**src/nkst_ram.sv**
```systemverilog
// Generic single-write, single-read RAM with a registered read port.
// No dependencies.
module nkst_ram #(
  parameter int unsigned Width = 8,
  parameter int unsigned Depth = 16
) (
  input  logic                     clk_i,
  input  logic                     we_i,
  input  logic [$clog2(Depth)-1:0] waddr_i,
  input  logic [Width-1:0]         wdata_i,
  input  logic [$clog2(Depth)-1:0] raddr_i,
  output logic [Width-1:0]         rdata_o
);

  logic [Width-1:0] mem_q [Depth];
  logic [Width-1:0] rdata_q;

  always_ff @(posedge clk_i) begin
    if (we_i) begin
      mem_q[waddr_i] <= wdata_i;
    end
    rdata_q <= mem_q[raddr_i];
  end

  assign rdata_o = rdata_q;

endmodule
```
**config.mk**
```make
export PLATFORM = sky130hd
export DESIGN_NAME = nkst_ram
export DESIGN_NICKNAME = d
export VERILOG_FILES = /design/src/nkst_ram.sv
export SDC_FILE = /design/constraint.sdc
export NUM_CORES = 1
export LEC_CHECK = 0
export BUFFER_PORTS_ARGS = -buffer_cell sky130_fd_sc_hd__buf_2
export CAP_MARGIN = 20
export CORE_ASPECT_RATIO = 1.25
export CORE_MARGIN = 1
export CORE_UTILIZATION = 40
export CTS_BUF_LIST = sky130_fd_sc_hd__clkbuf_16
export DETAILED_ROUTE_END_ITERATION = 16
export PLACE_DENSITY_LB_ADDON = 0.05
export SYNTH_ARGS = -nofsm -noshare
export SYNTH_HDL_FRONTEND = slang
export SYNTH_SLANG_ARGS = --single-unit
```
**constraint.sdc**
```tcl
create_clock -name clk_i -period 2.6 [get_ports clk_i]
set_input_delay 0.26 -clock clk_i [delete_from_list [all_inputs] [get_ports clk_i]]
set_output_delay 0.26 -clock clk_i [all_outputs]
set_load 0.005 [all_outputs]
```
==> flow_metrics.tcl, run 1 <==
set metrics [dict create \
    cellPowerDensity_nw_per_um2 776 \
    crit_slowest_cell "nor2_1" \
    die_height_um 129 \
    fin_hold_ws_ps 244 \
    seq_power_share 0.528 \
    synth_cell_type_count 19 \
    synth_largest_type_area_fraction 0.747 \
    min-delay-path-class "input port to flop" \
    via_count_of_the_first_global_routing_pass 2441 \
    unrepaired_setup_endpoints_after_global_routing "false" \
    synth_seq_area_share 0.778 \
    cts_hold_repair.buffers 0 \
    power.share.switching 0.205 \
    io_buffer_count 25 \
    cell_chosen_for_the_clock_root "clkbuf_16" \
    setup.worst_path.class "input port to flop" \
    proportion_of_layout_cells_with_a_drive_suffix_above_1 0.283 \
    setup-violations-final 0 \
    slew_headroom 0.399 \
    count_of_synthesis_stage_warnings_from_yosys 0 \
    grt_max_degree 33 \
    die_span_x_um 103 \
    power_switching_mw 0.956 \
    p_int_mw 3.72 \
    max-clock-path-buffers 2 \
    clock_power_share 0.424 \
    cts_tree "built" \
    power_frac_comb 0.049 \
    worst_setup_path_end_kind "flop" \
    most_frequent_cell_after_synthesis "edfxtp_1" \
    layout.nets 298 \
    route.vias.total 2397 \
    yosys-top-cells-count "edfxtp_1 (128), mux4_2 (18), a22oi_1 (16), mux4_1 (14), nor2_1 (13)" \
    mappedNetlistArea_sq_um 5150 \
    dp_slack_ps 641 \
    gp_routability_congestion 0.815 \
    syn-instance-count 229 \
    cts.reportedPaths.clkPinSlew_ps 60 \
    ant_nets 0 \
    synthDominantAreaCellType "edfxtp_1" \
    final.setup_skew_ps 4.88 \
    fin_ws_ps 1040 \
    finish.cell_count_without_fillers 457 \
    critPathArrivalTime_ps 1590 \
    total_leakage_power_nw 2.06 \
    cp_max_fo 8 \
    average_via_count_per_standard_cell 5.25 \
    status "completed" \
    postCtsResizedCells 0 \
    drc 0 \
    drt_pass1_iterations 4 \
    design.portCount 26 \
    worstPathCellList "buf_2, or3b_2, nor2_1" \
    timing.final.crit_share 0.599 \
    cts_setup_buffers 0 \
    detail_route.wirelength_mm 10.5 \
    finish.instance_area_sq_um 6020 \
    n_antenna_cell 0 \
    critical_path.top_delay_family "simple AND/OR/NAND/NOR gates" \
    clock_insertion_delay_worst_skew_ps 410 \
    synth-edff-count 128 \
    final_period_minus_worst_setup_slack_ps 1560 \
    worst-endpoint-required_ps 2630 \
    grt-ovfl-total 0 \
    hpwl_mm 6.64 \
    fmaxAchievable_ghz 0.642 \
    postPlaceCellArea_sq_um 5530 \
    finalHoldViolCount 0 \
    post_synth_top_flop "edfxtp_1" \
    path_depth 3 \
    post_synth_main_area_contributors "edfxtp_1 (75%), mux4_2 (7.9%), mux4_1 (7.1%), dfxtp_1 (3.1%), a22oi_1 (2.3%)" \
    synth_area_per_cell_sq_um 22.5 \
    syn_nets 247 \
    synth_async_sr_flop_share 0 \
    slew_violations 0 \
    row_count 45 \
    drt_initial_violations 148 \
    total_negative_slack_ps 0 \
    wire_per_inst_um 22.9 \
    whs_path_depth 1 \
    critPathLaunchType "input port" \
    critPathMaxStageDelay_ps 700 \
    postSynthRegisterBits 136 \
    bufs_and_invs_on_worst_path 1 \
    grt_usage 0.174 \
    start_util 0.417 \
    clock_sinks 136 \
    ff2ff_path_depth 3 \
    grt_antenna_before_repair 0 \
    h-tree-depth 4 \
    cts_buffers 17 \
    area.growth.synth_to_final_pct 16.9 \
    worst_ir_drop_vdd_uv 426 \
    grt_first_pass_wirelength_mm 15.3 \
    numPlacedInstances 425 \
    maxCapViolations 0 \
    max_slew.worst_pin.slew_ps 898 \
    core_region_area_sq_um 12300 \
    design.die.area_sq_um 13300 \
]
## cells in the final DEF, fill, tap and decap left out
| master | Yosys | final |
|---|---|---|
| and2b_1 | 1 | 1 |
| dfxtp_1 | 8 | 8 |
| nor2_1 | 13 | 13 |
| buf_12 | 0 | 1 |
| buf_4 | 1 | 16 |
| or3b_2 | 1 | 1 |
| a22oi_1 | 16 | 16 |
| nand3b_1 | 2 | 2 |
| nand3_1 | 1 | 1 |
| nand2_1 | 9 | 9 |
| edfxtp_1 | 128 | 128 |
| inv_1 | 0 | 7 |
| nor3_1 | 4 | 4 |
| clkbuf_16 | 0 | 17 |
| clkinv_1 | 0 | 3 |
| mux4_1 | 14 | 14 |
| mux4_2 | 18 | 18 |
| buf_2 | 3 | 25 |
| nor2b_1 | 1 | 1 |
| and2_1 | 1 | 1 |
| clkinv_2 | 0 | 5 |
| nand2b_1 | 2 | 2 |
## worst paths after layout
kind | slack, ps | to | from
max | 1040 | mem_q[1][4] | waddr_i[2]
min reg2reg | 670 | rdata_o[2] | mem_q[14][2]
min | 240 | mem_q[4][5] | wdata_i[5]
max reg2reg | 1210 | rdata_o[3] | mem_q[9][3]
## stage by stage
step	utilization	power, mW
2_1_floorplan	-	2.63
3_3_place_gp	0.449	2.74
3_5_place_dp	0.449	2.74
4_1_cts	0.488	4.71
5_1_grt	0.488	4.82
6_report	0.488	4.67
## flip-flops by register name, indices dropped and copies added (netlist names)
| name | flops |
|---|---|
| rdata_o | 8 |
| mem_q | 128 |
## layer usage
metal	track usage	routed length [um]	vias to the layer above
met5	0	0	-
met4	0.0621	79	0
met3	0.0445	310	7
met2	0.277	5310	59
met1	0.233	4780	1253
li1	-	-	1078
## power by group through the flow
stage	clock, mW	sequential, mW	combinational (mW)
6_report	1.98	2.47	0.227
5_1_grt	2.11	2.47	0.248
4_1_cts	2.01	2.47	0.233
3_5_place_dp	0	2.51	0.232
3_3_place_gp	0	2.51	0.231
2_1_floorplan	0	2.51	0.124
## cell type report
| class | count | area [sq um] |
|---|---|---|
| Sequential cell | 136 | 4000 |
| Timing Repair Buffer | 42 | 265 |
| Clock inverter | 15 | 62.6 |
| Multi-Input combinational cell | 83 | 1060 |
| Clock buffer | 17 | 425 |
| Fill cell | 1025 | 6310 |
| Tap cell | 164 | 205 |
## worst register-to-register path: stages, from the launching register on
cell      delay [ps]
edfxtp_1         350
mux4_1           520
a22oi_1          330
nand2_1           80
## kinds of logic (layout without fill, tap and decap cells)
| logic type | count (synthesis) | count (layout) | synth area share |
|---|---|---|---|
| and+or+nand+nor | 35 | 35 | 0.0318 |
| DFF | 136 | 136 | 0.778 |
| muxes | 32 | 32 | 0.150 |
| AOI/OAI and AO/OA | 16 | 16 | 0.0233 |
| buffers and inverters | 10 | 74 | 0.0168 |
Note: power is estimated with default switching activity, not from simulation.
==> run 2, diff against run 1 <==
clock period = 1.2 ns   (was 2.6 ns; I/O delays follow)
==> run 2 against run 1 <==
Compared with the run above: the run now ends with setup timing left; sequential share of layout area shrank 4.4 points; highest routed layer is now met5; clock-buffer cell count is the same; clock power grew to 2.7 times the previous value; critical path type is now flop to flop; critical path depth is the same; largest power group unchanged; largest cell class unchanged; worst setup slack lost 1100 ps; first-iteration DRC count shrank 20%.
==> flow_metrics.tcl, run 2 (same netlist as run 1, synthesis figures left out) <==
set metrics [dict create \
    worst_setup_path_end_kind "flop" \
    worstPathCellList "mux4_2, a22oi_2, nand2_1" \
    layout.cells.most_common "edfxtp_1" \
    die_span_x_um 103 \
    cts.reportedPaths.clkPinSlew_ps 60 \
    ant_nets 0 \
    total_leakage_power_nw 2.16 \
    start_util 0.417 \
    area.growth.synth_to_final_pct 25.2 \
    cp_max_fo 1 \
    design.die.area_sq_um 13300 \
    hold_start "wdata_i[2]" \
    unrepaired_setup_endpoints_after_global_routing "true" \
    drt_pass1_iterations 4 \
    cell_chosen_for_the_clock_root "clkbuf_16" \
    die_height_um 129 \
    fin_ws_ps -79.3 \
    fmaxAchievable_ghz 0.782 \
    status "finished, violations left" \
    layout.nets 315 \
    clock_sinks 136 \
    rr_startpoint "mem_q[2][0]" \
    cts_hold_repair.buffers 0 \
    fin_total_pwr_mw 11.2 \
    h-tree-depth 4 \
    grt_max_degree 28 \
    hpwl_mm 7.36 \
    critPathArrivalTime_ps 1580 \
    worst-endpoint-required_ps 1500 \
    worst_ir_drop_vdd_uv 868 \
    drt_initial_violations 118 \
    grt_first_pass_wirelength_mm 17.2 \
    grt_antenna_before_repair 1 \
    grt_usage 0.194 \
    worst_setup_startpoint "mem_q[2][0]" \
    finish.cell_count_without_fillers 474 \
    critPathMaxStageDelay_ps 480 \
    min-delay-path-class "input port to flop" \
    detail_route.wirelength_mm 11.3 \
    finalHoldViolCount 0 \
    failing_checks "setup timing" \
    layout_common_cells "edfxtp_1 (128), mux4_2 (30), buf_2 (25)" \
    numPlacedInstances 442 \
    slew_violations 0 \
    slew_headroom 0.369 \
    top_register "mem_q" \
    row_count 45 \
    core_region_area_sq_um 12300 \
    cts_buffers 17 \
    via_count_of_the_first_global_routing_pass 2718 \
    crit_slowest_cell "mux4_2" \
    average_via_count_per_standard_cell 5.30 \
    largest_register_ff_count 128 \
    fin_hold_ws_ps 91.8 \
    proportion_of_layout_cells_with_a_drive_suffix_above_1 0.442 \
    drc 0 \
    final_period_minus_worst_setup_slack_ps 1280 \
    maxCapViolations 0 \
    cts_tree "built" \
    n_antenna_cell 0 \
    final.setup_skew_ps 5.96 \
    postPlaceCellArea_sq_um 5820 \
    design.portCount 26 \
    cellPowerDensity_nw_per_um2 1750 \
    grt-ovfl-total 0 \
    route.vias.total 2512 \
    gp_routability_congestion 0.700 \
    setup-violations-final 8 \
    setup.worst_path.class "flop to flop" \
    clock_insertion_delay_worst_skew_ps 410 \
    max-clock-path-buffers 2 \
    total_negative_slack_ps -422 \
    max_slew.worst_pin.slew_ps 945 \
    wire_per_inst_um 23.9 \
    finish.instance_area_sq_um 6450 \
    critPathLaunchType "flop" \
    io_buffer_count 25 \
    timing.final.crit_share 1.07 \
]
-- run 2: report_power, final --
| part | switching [mW] | internal (mW) | total (mW) | leakage [nW] |
|---|---|---|---|---|
| Combinational | 0.316 | 0.269 | 0.585 | 0.647 |
| Sequential | 0.0310 | 5.31 | 5.34 | 1.22 |
| Clock | 2.01 | 3.31 | 5.32 | 0.289 |
-- run 2: final cells by class --
cell class | instances | area, sq um
clock buffers | 17 | 425
clock inverters | 15 | 193
repair buffers | 59 | 531
well taps | 164 | 205
multi-input cells | 83 | 1090
fillers | 992 | 5880
flip-flops and latches | 136 | 4000
-- run 2: critical path: cells and delay by family (launching register included) --
| kind | cells | cell delay, ps |
|---|---|---|
| DFF | 1 | 380 |
| muxes | 1 | 480 |
| and+or+nand+nor | 1 | 80 |
| AOI/OAI and AO/OA | 1 | 230 |
-- run 2: path summary, 6_finish.rpt --
kind / endpoint / slack, ps / depth (start not counted)
worst min-delay path: mem_q[14][2] / 90 / 1
worst max register to register: rdata_o[0] / -80 / 3
worst min register to register: rdata_o[6] / 680 / 3
worst max-delay path: rdata_o[0] / -80 / 3
-- run 2: per-stage QoR --
step | utilization | setup slack, ps
finish | 0.523 | -79.3
global route | 0.523 | -126
CTS | 0.523 | -97.7
detailed placement | 0.472 | -452
global placement | 0.472 | -426
floorplan | - | -56.3
-- run 2: repair_timing --
item | CTS | global route
setup endpoints to repair | 8 | 8
pin swaps | 5 | 2
buffers inserted | 0 | 0
resized for setup | 14 | 2
-- run 2: routing by layer --
| metal | wire length [um] | GRT usage | share of wire |
|---|---|---|---|
| met3 | 598 | 0.0559 | 0.053 |
| met4 | 234 | 0.0787 | 0.021 |
| met5 | 10 | 0 | 0.00088 |
| met2 | 5680 | 0.304 | 0.50 |
| met1 | 4820 | 0.252 | 0.42 |
